[config.mk]
export PLATFORM = sky130hd
export DESIGN_NAME = mandelbrot_escape_time_top
export DESIGN_NICKNAME = d
export VERILOG_FILES = /design/src/hw/rtl/mandel_pkg.sv /design/src/hw/rtl/mandelbrot_escape_time_top.sv /design/src/hw/rtl/mandel_seq.sv /design/src/hw/rtl/mandel_dp.sv
export SDC_FILE = /design/constraint.sdc
export NUM_CORES = 2
export LEC_CHECK = 0
export ABC_AREA = 1
export BUFFER_PORTS_ARGS = -buffer_cell sky130_fd_sc_hd__buf_4
export CAP_MARGIN = 20
export CORE_ASPECT_RATIO = 1.75
export CORE_UTILIZATION = 30
export DETAILED_ROUTE_END_ITERATION = 7
export SETUP_SLACK_MARGIN = 0.3
export SYNTH_ARGS = -nofsm -noshare
export SYNTH_HDL_FRONTEND = slang
export SYNTH_SLANG_ARGS = --single-unit
[constraint.sdc]
create_clock -name clock -period 26.3 [get_ports clock]
set_clock_uncertainty 0.15 [all_clocks]
set_input_delay 3.945 -clock clock [delete_from_list [all_inputs] [get_ports clock]]
set_output_delay 3.945 -clock clock [all_outputs]
set_load 0.05 [all_outputs]
[src/hw/rtl/mandel_pkg.sv]
// shared types, constants and the microcode table of the mandelbrot escape-time unit
// used by mandel_seq, mandel_dp and mandelbrot_escape_time_top; no dependencies
package mandel_pkg;

   localparam int DEF_IMAGE_WIDTH   = 1024;
   localparam int DEF_IMAGE_HEIGHT  = 1024;
   localparam int DEF_FRACTION_BITS = 28;

   localparam int PIX_W   = 10;
   localparam int DATA_W  = 32;
   localparam int STEP_PW = 31;
   localparam int ITER_W  = 16;
   localparam int PROD_W  = 2 * DATA_W;
   localparam int WIDE_W  = PROD_W + 1;

   // register indexes on the csr port
   localparam int CSR_ADDR_W = 2;
   localparam logic [CSR_ADDR_W-1:0] CSR_PIXEL_STEP  = 2'd0;
   localparam logic [CSR_ADDR_W-1:0] CSR_CENTER_REAL = 2'd1;
   localparam logic [CSR_ADDR_W-1:0] CSR_CENTER_IMAG = 2'd2;
   localparam logic [CSR_ADDR_W-1:0] CSR_ITER_LIMIT  = 2'd3;

   localparam logic [STEP_PW-1:0] RST_PIXEL_STEP = 31'd1048576;
   localparam logic [ITER_W-1:0]  RST_ITER_LIMIT = 16'd100;

   // microcode addresses
   localparam int STEP_W = 4;
   localparam logic [STEP_W-1:0] ST_WAIT  = 4'd0;
   localparam logic [STEP_W-1:0] ST_MAPX  = 4'd1;
   localparam logic [STEP_W-1:0] ST_MAPY  = 4'd2;
   localparam logic [STEP_W-1:0] ST_CY    = 4'd3;
   localparam logic [STEP_W-1:0] ST_SQX   = 4'd4;
   localparam logic [STEP_W-1:0] ST_SQY   = 4'd5;
   localparam logic [STEP_W-1:0] ST_CROSS = 4'd6;
   localparam logic [STEP_W-1:0] ST_UPD   = 4'd7;
   localparam logic [STEP_W-1:0] ST_DONE  = 4'd8;

   typedef enum logic [1:0] {HOLD_NONE, HOLD_IN, HOLD_OUT} hold_type;
   typedef enum logic [1:0] {JMP_NEVER, JMP_ALWAYS, JMP_EXIT} jump_type;
   typedef enum logic [1:0] {OPA_DX, OPA_DY, OPA_ZX, OPA_ZY} opa_type;
   typedef enum logic [1:0] {OPB_STEP, OPB_ZX, OPB_ZY} opb_type;

   typedef struct packed {
      hold_type          hold;
      jump_type          jump;
      logic [STEP_W-1:0] target;
      opa_type           opa;
      opb_type           opb;
      logic              wr_cx;
      logic              wr_cy;
      logic              wr_xx;
      logic              wr_yy;
      logic              wr_z;
   } ucode_type;

   typedef struct packed {
      ucode_type uc;
      logic      take;
      logic      emit;
   } ctrl_type;

   typedef struct packed {
      logic escape;
   } status_type;

   function automatic ucode_type uword(hold_type h, jump_type j, logic [STEP_W-1:0] t,
                                       opa_type a, opb_type b, logic [4:0] wr);
      ucode_type w;
      w.hold   = h;
      w.jump   = j;
      w.target = t;
      w.opa    = a;
      w.opb    = b;
      {w.wr_cx, w.wr_cy, w.wr_xx, w.wr_yy, w.wr_z} = wr;
      return w;
   endfunction

   // write flags in order cx, cy, xx, yy, z
   function automatic ucode_type ucode_rom(logic [STEP_W-1:0] step);
      ucode_type w;
      unique case (step)
         ST_WAIT:  w = uword(HOLD_IN,   JMP_NEVER,  ST_WAIT,  OPA_ZX, OPB_ZX,   5'b00000);
         ST_MAPX:  w = uword(HOLD_NONE, JMP_NEVER,  ST_WAIT,  OPA_DX, OPB_STEP, 5'b00000);
         ST_MAPY:  w = uword(HOLD_NONE, JMP_NEVER,  ST_WAIT,  OPA_DY, OPB_STEP, 5'b10000);
         ST_CY:    w = uword(HOLD_NONE, JMP_NEVER,  ST_WAIT,  OPA_ZX, OPB_ZX,   5'b01000);
         ST_SQX:   w = uword(HOLD_NONE, JMP_NEVER,  ST_WAIT,  OPA_ZX, OPB_ZX,   5'b00000);
         ST_SQY:   w = uword(HOLD_NONE, JMP_NEVER,  ST_WAIT,  OPA_ZY, OPB_ZY,   5'b00100);
         ST_CROSS: w = uword(HOLD_NONE, JMP_EXIT,   ST_DONE,  OPA_ZX, OPB_ZY,   5'b00010);
         ST_UPD:   w = uword(HOLD_NONE, JMP_ALWAYS, ST_SQX,   OPA_ZX, OPB_ZX,   5'b00001);
         ST_DONE:  w = uword(HOLD_OUT,  JMP_ALWAYS, ST_WAIT,  OPA_ZX, OPB_ZX,   5'b00000);
         default:  w = uword(HOLD_NONE, JMP_ALWAYS, ST_WAIT,  OPA_ZX, OPB_ZX,   5'b00000);
      endcase
      return w;
   endfunction

   // clamp a wide signed value to the 32-bit signed range
   function automatic logic signed [DATA_W-1:0] sat32(logic signed [WIDE_W-1:0] v);
      logic signed [DATA_W-1:0] r;
      if (v > 65'sh0_7FFF_FFFF)
         r = 32'sh7FFF_FFFF;
      else if (v < -65'sh0_8000_0000)
         r = 32'sh8000_0000;
      else
         r = v[DATA_W-1:0];
      return r;
   endfunction

endpackage

[src/hw/rtl/mandelbrot_escape_time_top.sv]
// Mandelbrot escape-time unit, top level: csr registers, result register, sequencer and datapath
// depends on mandel_pkg, mandel_seq and mandel_dp
//
// req channel: one beat per pixel (pixel_x, pixel_y). rsp channel: one beat per pixel with
// the coordinates and the escape count. The pixel is mapped to c = (2*pixel - size) * step / 2
// + center and z = z*z + c is iterated from zero while |z|^2 < 4 and the count is below the
// limit. All multiplies go through one 32x32 multiplier under a microcoded sequencer.
// Steps: WAIT accepts the pixel, MAPX, MAPY and CY map it, each iteration runs SQX, SQY,
// CROSS and UPD, the final escape test runs SQX, SQY and CROSS, and DONE loads the result
// register. The multiplier is used in SQX, SQY and CROSS of an iteration and idles in UPD.
// One pixel is in work at a time; the next pixel is accepted as soon as the result sits in
// the output register, even while the receiver still stalls it. A stalled result holds the
// sequencer in its final step once the next one is done.
// csr writes go to registers 0..3 (step, center real, center imag, limit) and must only
// happen while the unit is idle. Reset restores the register defaults and clears rsp_tvalid.
module mandelbrot_escape_time_top #(
   parameter int IMAGE_WIDTH   = mandel_pkg::DEF_IMAGE_WIDTH,
   parameter int IMAGE_HEIGHT  = mandel_pkg::DEF_IMAGE_HEIGHT,
   parameter int FRACTION_BITS = mandel_pkg::DEF_FRACTION_BITS
) (
   input  logic                                 clock,
   input  logic                                 reset,
   input  logic                                 req_tvalid,
   output logic                                 req_tready,
   input  logic [23:0]                          req_tdata,  // pixel_x, pixel_y, zero pad
   output logic                                 rsp_tvalid,
   input  logic                                 rsp_tready,
   output logic [39:0]                          rsp_tdata,  // out_x, out_y, escape_count, pad
   input  logic                                 csr_we,
   input  logic [mandel_pkg::CSR_ADDR_W-1:0]    csr_addr,
   input  logic [mandel_pkg::DATA_W-1:0]        csr_wdata
);
   import mandel_pkg::*;

   logic [STEP_PW-1:0]       pixel_step_ff;
   logic signed [DATA_W-1:0] center_real_ff, center_imag_ff;
   logic [ITER_W-1:0]        iteration_limit_ff;

   logic                     rsp_valid_ff;
   logic [PIX_W-1:0]         rsp_x_ff, rsp_y_ff;
   logic [ITER_W-1:0]        rsp_count_ff;

   ctrl_type                 ctrl;
   status_type               status;
   logic                     out_free;
   logic [PIX_W-1:0]         out_x, out_y;
   logic [ITER_W-1:0]        escape_count;

   always_ff @(posedge clock) begin
      if (reset) begin
         pixel_step_ff      <= RST_PIXEL_STEP;
         center_real_ff     <= '0;
         center_imag_ff     <= '0;
         iteration_limit_ff <= RST_ITER_LIMIT;
      end else if (csr_we) begin
         unique case (csr_addr)
            CSR_PIXEL_STEP:  pixel_step_ff      <= csr_wdata[STEP_PW-1:0];
            CSR_CENTER_REAL: center_real_ff     <= $signed(csr_wdata);
            CSR_CENTER_IMAG: center_imag_ff     <= $signed(csr_wdata);
            CSR_ITER_LIMIT:  iteration_limit_ff <= csr_wdata[ITER_W-1:0];
            default: ;
         endcase
      end
   end

   assign out_free = !rsp_valid_ff || rsp_tready;

   mandel_seq u_seq (
      .clock      (clock),
      .reset      (reset),
      .req_tvalid (req_tvalid),
      .out_free   (out_free),
      .status     (status),
      .req_tready (req_tready),
      .ctrl       (ctrl)
   );

   mandel_dp #(
      .IMAGE_WIDTH   (IMAGE_WIDTH),
      .IMAGE_HEIGHT  (IMAGE_HEIGHT),
      .FRACTION_BITS (FRACTION_BITS)
   ) u_dp (
      .clock           (clock),
      .ctrl            (ctrl),
      .pixel_x         (req_tdata[PIX_W-1:0]),
      .pixel_y         (req_tdata[2*PIX_W-1:PIX_W]),
      .pixel_step      (pixel_step_ff),
      .center_real     (center_real_ff),
      .center_imag     (center_imag_ff),
      .iteration_limit (iteration_limit_ff),
      .status          (status),
      .out_x           (out_x),
      .out_y           (out_y),
      .escape_count    (escape_count)
   );

   always_ff @(posedge clock) begin
      if (reset)
         rsp_valid_ff <= 1'b0;
      else if (ctrl.emit)
         rsp_valid_ff <= 1'b1;
      else if (rsp_tready)
         rsp_valid_ff <= 1'b0;
   end

   always_ff @(posedge clock) begin
      if (ctrl.emit) begin
         rsp_x_ff     <= out_x;
         rsp_y_ff     <= out_y;
         rsp_count_ff <= escape_count;
      end
   end

   assign rsp_tvalid = rsp_valid_ff;
   assign rsp_tdata  = {4'b0000, rsp_count_ff, rsp_y_ff, rsp_x_ff};

   a_beat_from_sequencer: assert property (@(posedge clock) disable iff (reset)
      $rose(rsp_valid_ff) |-> $past(ctrl.emit))
      else $error("result beat appeared without a finished pixel");
   a_no_overwrite: assert property (@(posedge clock) disable iff (reset)
      ctrl.emit |-> out_free)
      else $error("result register overwritten while stalled");
   a_no_accept_while_busy: assert property (@(posedge clock) disable iff (reset)
      ctrl.take |-> !ctrl.emit && !ctrl.uc.wr_z)
      else $error("pixel accepted while sequencer busy");

endmodule

[src/hw/rtl/mandel_seq.sv]
// microcode sequencer: step counter, control word fetch, hold and jump logic
// depends on mandel_pkg
module mandel_seq (
   input  logic                   clock,
   input  logic                   reset,
   input  logic                   req_tvalid,
   input  logic                   out_free,
   input  mandel_pkg::status_type status,
   output logic                   req_tready,
   output mandel_pkg::ctrl_type   ctrl
);
   import mandel_pkg::*;

   logic [STEP_W-1:0] step_ff, step_in;
   ucode_type         uc;
   logic              waiting;
   logic              jump_taken;

   assign uc = ucode_rom(step_ff);

   always_comb begin
      unique case (uc.hold)
         HOLD_IN:  waiting = !req_tvalid;
         HOLD_OUT: waiting = !out_free;
         default:  waiting = 1'b0;
      endcase
      unique case (uc.jump)
         JMP_ALWAYS: jump_taken = 1'b1;
         JMP_EXIT:   jump_taken = status.escape;
         default:    jump_taken = 1'b0;
      endcase
      if (waiting)
         step_in = step_ff;
      else if (jump_taken)
         step_in = uc.target;
      else
         step_in = step_ff + 1'b1;
   end

   always_ff @(posedge clock) begin
      if (reset)
         step_ff <= ST_WAIT;
      else
         step_ff <= step_in;
   end

   assign req_tready = (uc.hold == HOLD_IN);
   assign ctrl.uc    = uc;
   assign ctrl.take  = (uc.hold == HOLD_IN) && req_tvalid;
   assign ctrl.emit  = (uc.hold == HOLD_OUT) && out_free;

   a_take_starts_map: assert property (@(posedge clock) disable iff (reset)
      ctrl.take |=> step_ff == ST_MAPX)
      else $error("accepted pixel did not start mapping");
   a_emit_returns_idle: assert property (@(posedge clock) disable iff (reset)
      ctrl.emit |=> step_ff == ST_WAIT)
      else $error("sequencer did not return to wait after result");
   a_step_in_program: assert property (@(posedge clock) disable iff (reset)
      step_ff <= ST_DONE)
      else $error("step counter left the program");

endmodule

[src/hw/rtl/mandel_dp.sv]
// datapath: shared 32x32 multiplier, coordinate mapping, z update and escape test
// depends on mandel_pkg; driven by control words from mandel_seq
module mandel_dp #(
   parameter int IMAGE_WIDTH   = mandel_pkg::DEF_IMAGE_WIDTH,
   parameter int IMAGE_HEIGHT  = mandel_pkg::DEF_IMAGE_HEIGHT,
   parameter int FRACTION_BITS = mandel_pkg::DEF_FRACTION_BITS
) (
   input  logic                                    clock,
   input  mandel_pkg::ctrl_type                    ctrl,
   input  logic [mandel_pkg::PIX_W-1:0]            pixel_x,
   input  logic [mandel_pkg::PIX_W-1:0]            pixel_y,
   input  logic [mandel_pkg::STEP_PW-1:0]          pixel_step,
   input  logic signed [mandel_pkg::DATA_W-1:0]    center_real,
   input  logic signed [mandel_pkg::DATA_W-1:0]    center_imag,
   input  logic [mandel_pkg::ITER_W-1:0]           iteration_limit,
   output mandel_pkg::status_type                  status,
   output logic [mandel_pkg::PIX_W-1:0]            out_x,
   output logic [mandel_pkg::PIX_W-1:0]            out_y,
   output logic [mandel_pkg::ITER_W-1:0]           escape_count
);
   import mandel_pkg::*;

   localparam logic signed [DATA_W-1:0] HALF_W = DATA_W'(IMAGE_WIDTH);
   localparam logic signed [DATA_W-1:0] HALF_H = DATA_W'(IMAGE_HEIGHT);
   localparam logic [PROD_W-1:0]        FOUR   = PROD_W'(4) << FRACTION_BITS;

   logic [PIX_W-1:0]         px_ff, py_ff;
   logic signed [DATA_W-1:0] cx_ff, cy_ff, zx_ff, zy_ff;
   logic [ITER_W-1:0]        iter_ff;
   logic signed [PROD_W-1:0] prod_ff, xx_ff, yy_ff;

   logic signed [DATA_W-1:0] dx, dy, opa, opb;
   logic signed [PROD_W-1:0] prod_in, diff;
   logic [PROD_W-1:0]        mag_sum;

   // 2*pixel - size, the factor of two is taken out after the multiply
   assign dx = $signed({{(DATA_W-PIX_W-1){1'b0}}, px_ff, 1'b0}) - HALF_W;
   assign dy = $signed({{(DATA_W-PIX_W-1){1'b0}}, py_ff, 1'b0}) - HALF_H;

   always_comb begin
      case (ctrl.uc.opa)
         OPA_DX:  opa = dx;
         OPA_DY:  opa = dy;
         OPA_ZY:  opa = zy_ff;
         default: opa = zx_ff;
      endcase
      case (ctrl.uc.opb)
         OPB_STEP: opb = $signed({1'b0, pixel_step});
         OPB_ZY:   opb = zy_ff;
         default:  opb = zx_ff;
      endcase
   end

   assign prod_in = opa * opb;
   assign diff    = xx_ff - yy_ff;

   // squares are never negative, so the sum fits unsigned
   assign mag_sum       = $unsigned(xx_ff) + $unsigned(prod_ff);
   assign status.escape = !((mag_sum >> FRACTION_BITS) < FOUR) || (iter_ff >= iteration_limit);

   always_ff @(posedge clock) begin
      prod_ff <= prod_in;
      if (ctrl.take) begin
         px_ff   <= pixel_x;
         py_ff   <= pixel_y;
         zx_ff   <= '0;
         zy_ff   <= '0;
         iter_ff <= '0;
      end
      if (ctrl.uc.wr_cx)
         cx_ff <= sat32(WIDE_W'(prod_ff >>> 1) + WIDE_W'(center_real));
      if (ctrl.uc.wr_cy)
         cy_ff <= sat32(WIDE_W'(prod_ff >>> 1) + WIDE_W'(center_imag));
      if (ctrl.uc.wr_xx)
         xx_ff <= prod_ff;
      if (ctrl.uc.wr_yy)
         yy_ff <= prod_ff;
      if (ctrl.uc.wr_z) begin
         zx_ff   <= sat32(WIDE_W'(diff >>> FRACTION_BITS) + WIDE_W'(cx_ff));
         zy_ff   <= sat32(WIDE_W'(prod_ff >>> (FRACTION_BITS - 1)) + WIDE_W'(cy_ff));
         iter_ff <= iter_ff + 1'b1;
      end
   end

   assign out_x        = px_ff;
   assign out_y        = py_ff;
   assign escape_count = iter_ff;

   a_update_below_limit: assert property (@(posedge clock)
      ctrl.uc.wr_z |-> iter_ff < iteration_limit)
      else $error("z updated with iteration count at limit");

endmodule
==> parameters.txt <==
Parameter                              Value

Run status
  Status ... finished with violations
  Violated checks ... DRC

Setup path
  Most used cell along the critical path ... sky130_fd_sc_hd__nand2_1
  Critical path launch point type ... flop
  Category of the critical setup timing path ... flop to flop
  Slowest cell delay on critical path ... 830 ps
  Flop-to-flop setup slack ... 14370 ps
  Nature of the critical path endpoint ... flop
  R2R cell count ... 36
  Maximum fanout encountered on the critical timing path ... 17
  Worst R2R End ... u_dp.prod_ff[60]
  Required time at the worst-slack endpoint ... ~27000 ps
  Launching point of the worst reg2reg path ... u_seq.uc[8]
  Worst EP arrival ... 12360 ps
  Slowest cell on crit path ... sky130_fd_sc_hd__inv_1

Placement
  RD Place Congestion ... 1.05
  DP Wirelength ... 271000 microns
  Count of buffers inserted at the top-level ports ... 96
  Instance area after placement ... ~81000 sq um

Layout
  Layout cell share with drive strength beyond 1 ... 4.25%
  Growth of design area from synthesis to finish ... 9.11%
  Final-layout fill cell count ... 27.4k
  Final net count ... 11.7k
  Multi-input gate area ... 54100 sq um
  Sequential cell area in the final layout ... roughly 14000 sq um
  Cell area after layout ... between 80000 and 90000 sq um

CTS
  Total number of clock tree sinks ... 520
  TritonCTS clock tree ... built
  CTS HTree Levels ... 2
  TritonCTS Buffers ... 51
  Longest Clk Path Bufs ... 3
  Later-pin clock latency in the skew report ... 700 ps
  Hold buffers post-CTS ... 0
  Resized cells post-CTS ... 0
  Cell chosen for the clock root ... sky130_fd_sc_hd__clkbuf_16
  Post-CTS setup buffer count ... 0
  Clock-pin slew of the registers on the worst-case setup and hold paths ... 70 ps

Route
  Per-cell via count in the routed design ... 5.06
  Routed wire length per instance ... 24.0 microns
  Number of iterations in the first detailed-routing pass ... 8
  Antenna Violating Nets Remaining ... 0
  DRC ... 20
  Violation count after the first detailed-route iteration ... 4327
  Final wirelength ... 320000 microns
  Total via count after detailed routing ... 67.6k

STA
  Worst slew margin relative to its limit ... 20.9%
  Final setup TNS ... 0 ps
  Max-slew violations ... 0
  Actual slew at the worst max-slew pin ... 1190 ps
  Final setup viols ... 0
  Final period demand of the worst path ... 11930 ps
  Setup repair after global routing missed its margin ... false
  Number of hold violations in the final report ... 0
  Final clock period utilization by the worst path ... 45.4%
  Max Clk Rate ... 0.0838 GHz

GRT
  Overall Global Routing Usage ... 25.0%
  Initial antenna violation count ... 19
  Global-route wire length before repair ... 461000 microns
  Largest net degree at the start of global routing ... 98
  Number of global-route vias before repair ... 70.8k
  Aggregate global routing overflow ... 0

Synthesis
  Top post-synthesis cells by count ... sky130_fd_sc_hd__nand2_1, sky130_fd_sc_hd__inv_1, sky130_fd_sc_hd__nor2_1
  Count of flip-flops with a built-in enable after synthesis ... 328
  Most common cell in the synthesized netlist ... sky130_fd_sc_hd__nand2_1
  Syn. warnings ... 0
  Most common flop cell mapped by yosys ... sky130_fd_sc_hd__edfxtp_1
  Syn Std Cell Area ... 76100 sq um
  Number of instances in the synthesized netlist ... 9921
  Synthesis-stage register bit count ... 520
  Count of different cell masters after synthesis ... 56
  Proportion of register bits with asynchronous set or reset after synthesis ... 0%
  Largest cells by area after synthesis ... sky130_fd_sc_hd__fa_1, sky130_fd_sc_hd__edfxtp_1, sky130_fd_sc_hd__nand2_1, sky130_fd_sc_hd__inv_1, sky130_fd_sc_hd__ha_1
  Cell taking the most area after synthesis ... sky130_fd_sc_hd__fa_1
  Post-Syn Area per Cell ... roughly 7.7 sq um
  Sequential cell area fraction in the yosys report ... 18.0%
  Share of the synthesized area in the top cell type ... 28.6%

Hold path
  Hold wc startpoint ... iteration_limit_ff[14]
  Worst Hold Path EP ... iteration_limit_ff[14]
  Worst min path class ... flop to flop
  Number of cells traversed by the worst hold path ... 2

Run
  Total of max-cap violations ... 0

Die
  Total number of placement rows ... 244
  CORE AREA ... 252000 sq um
  Die Span Y ... 668 microns
  Number of placed I/O pins ... 105
  Die ar. ... around 260000 sq um
  Initial core utilization ... between 30% and 40%
  Die X ... ~380 microns
==> worst max path at each step <==
stage,end,start,slack (ps),cells past startpoint
final,u_dp.prod_ff[60],u_seq.uc[8],14370,36
after global routing,u_dp.prod_ff[60],u_seq.uc[8],13990,38
after CTS,u_dp.prod_ff[60],u_seq.uc[8],14510,36
after detailed placement,u_dp.prod_ff[60],u_seq.uc[8],14570,36
after global placement,u_dp.prod_ff[60],u_seq.uc[8],14550,36
after floorplan,u_dp.prod_ff[60],u_seq.uc[7],17650,40
==> final cells by class <==
cell class                 count  share of cell area (%)
antenna                       20                  0.0603
clock buffer                  60                    1.67
clock inverter                36                   0.553
inverter                    1978                    8.94
multi-input combinational   7186                    65.1
sequential                   520                    16.5
tap                         3321                    5.01
timing repair buffer         236                    2.13
==> flip-flops by register name (all words and copies together) (netlist names), 4 cells and up <==
name / cells
u_dp.zx_ff: 32
u_dp.zy_ff: 32
rsp_count_ff: 16
u_dp.cy_ff: 32
u_dp.yy_ff: 64
u_dp.prod_ff: 64
center_imag_ff: 32
rsp_x_ff: 10
iteration_limit_ff: 16
center_real_ff: 32
u_seq.step_ff: 4
u_dp.xx_ff: 64
pixel_step_ff: 31
u_seq.uc: 12
u_dp.escape_count: 16
rsp_y_ff: 10
u_dp.out_y: 10
u_dp.out_x: 10
u_dp.cx_ff: 32
==> through the flow <==
stage | utilization, % | hold WS [ps] | cells | setup slack (ps)
after floorplan | - | 275 | 9924 | 17650
after global placement | 32.2 | 297 | 13240 | 14550
after detailed placement | 32.2 | 304 | 13240 | 14570
after CTS | 32.9 | 314 | 13336 | 14510
after global routing | 32.9 | 333 | 13346 | 13990
final | 32.9 | 313 | 13357 | 14370
==> placed cells by master, fill, tap and decap left out, drive strengths merged, types with 9 or more instances in the layout <==
cell type and count:
a211oi 18, a21boi 11, a21o 38, a21oi 661, a31oi 47, and2 10, and3 9, buf 235
clkbuf 61, clkinv 33, dfxtp 192, diode 20, edfxtp 328, fa 1086, ha 532, inv 1970
nand2 1982, nand3 246, nand3b 31, nand4 77, nor2 1434, nor3 86, nor4 22, o211ai 15
o21a 59, o21ai 489, o21bai 38, o221ai 9, or2 14, xnor2 90, xor2 157
==> cell families (layout without fill, tap and decap cells) <==
| logic type | count (synthesis) | count (layout) | share of synthesized area [%] |
|---|---|---|---|
| AO/OA/AOI/OAI | 1406 | 1406 | 10.1 |
| flip-flops | 520 | 520 | 18.0 |
| other | 1 | 24 | 0.00493 |
| adder cells (fa/ha/maj) | 1618 | 1618 | 37.3 |
| XOR/XNOR | 247 | 247 | 2.85 |
| buffers and inverters | 2218 | 2310 | 11.1 |
| AND/OR/NAND/NOR | 3911 | 3911 | 20.6 |
==> worst max-delay path, delay by kind of cell, from the launching register on <==
family                   cells  cell delay [ps]
AO/OA/AOI/OAI                6             1800
XOR/XNOR                     1              140
adder cells (fa/ha/maj)      9             4690
buffers and inverters        7             1780
flip-flops                   1              430
AND/OR/NAND/NOR             13             2770
==> metal layers <==
layer / GRT usage, % / part of all wire [%]
met1: 22.9 / 31
met2: 45.6 / 51
met3: 3.64 / 5.2
met4: 26.1 / 13
met5: 0 / 0.017
Power is not shown: default switching activity piles up to over one toggle a cycle in this logic, so the estimate is an artifact.
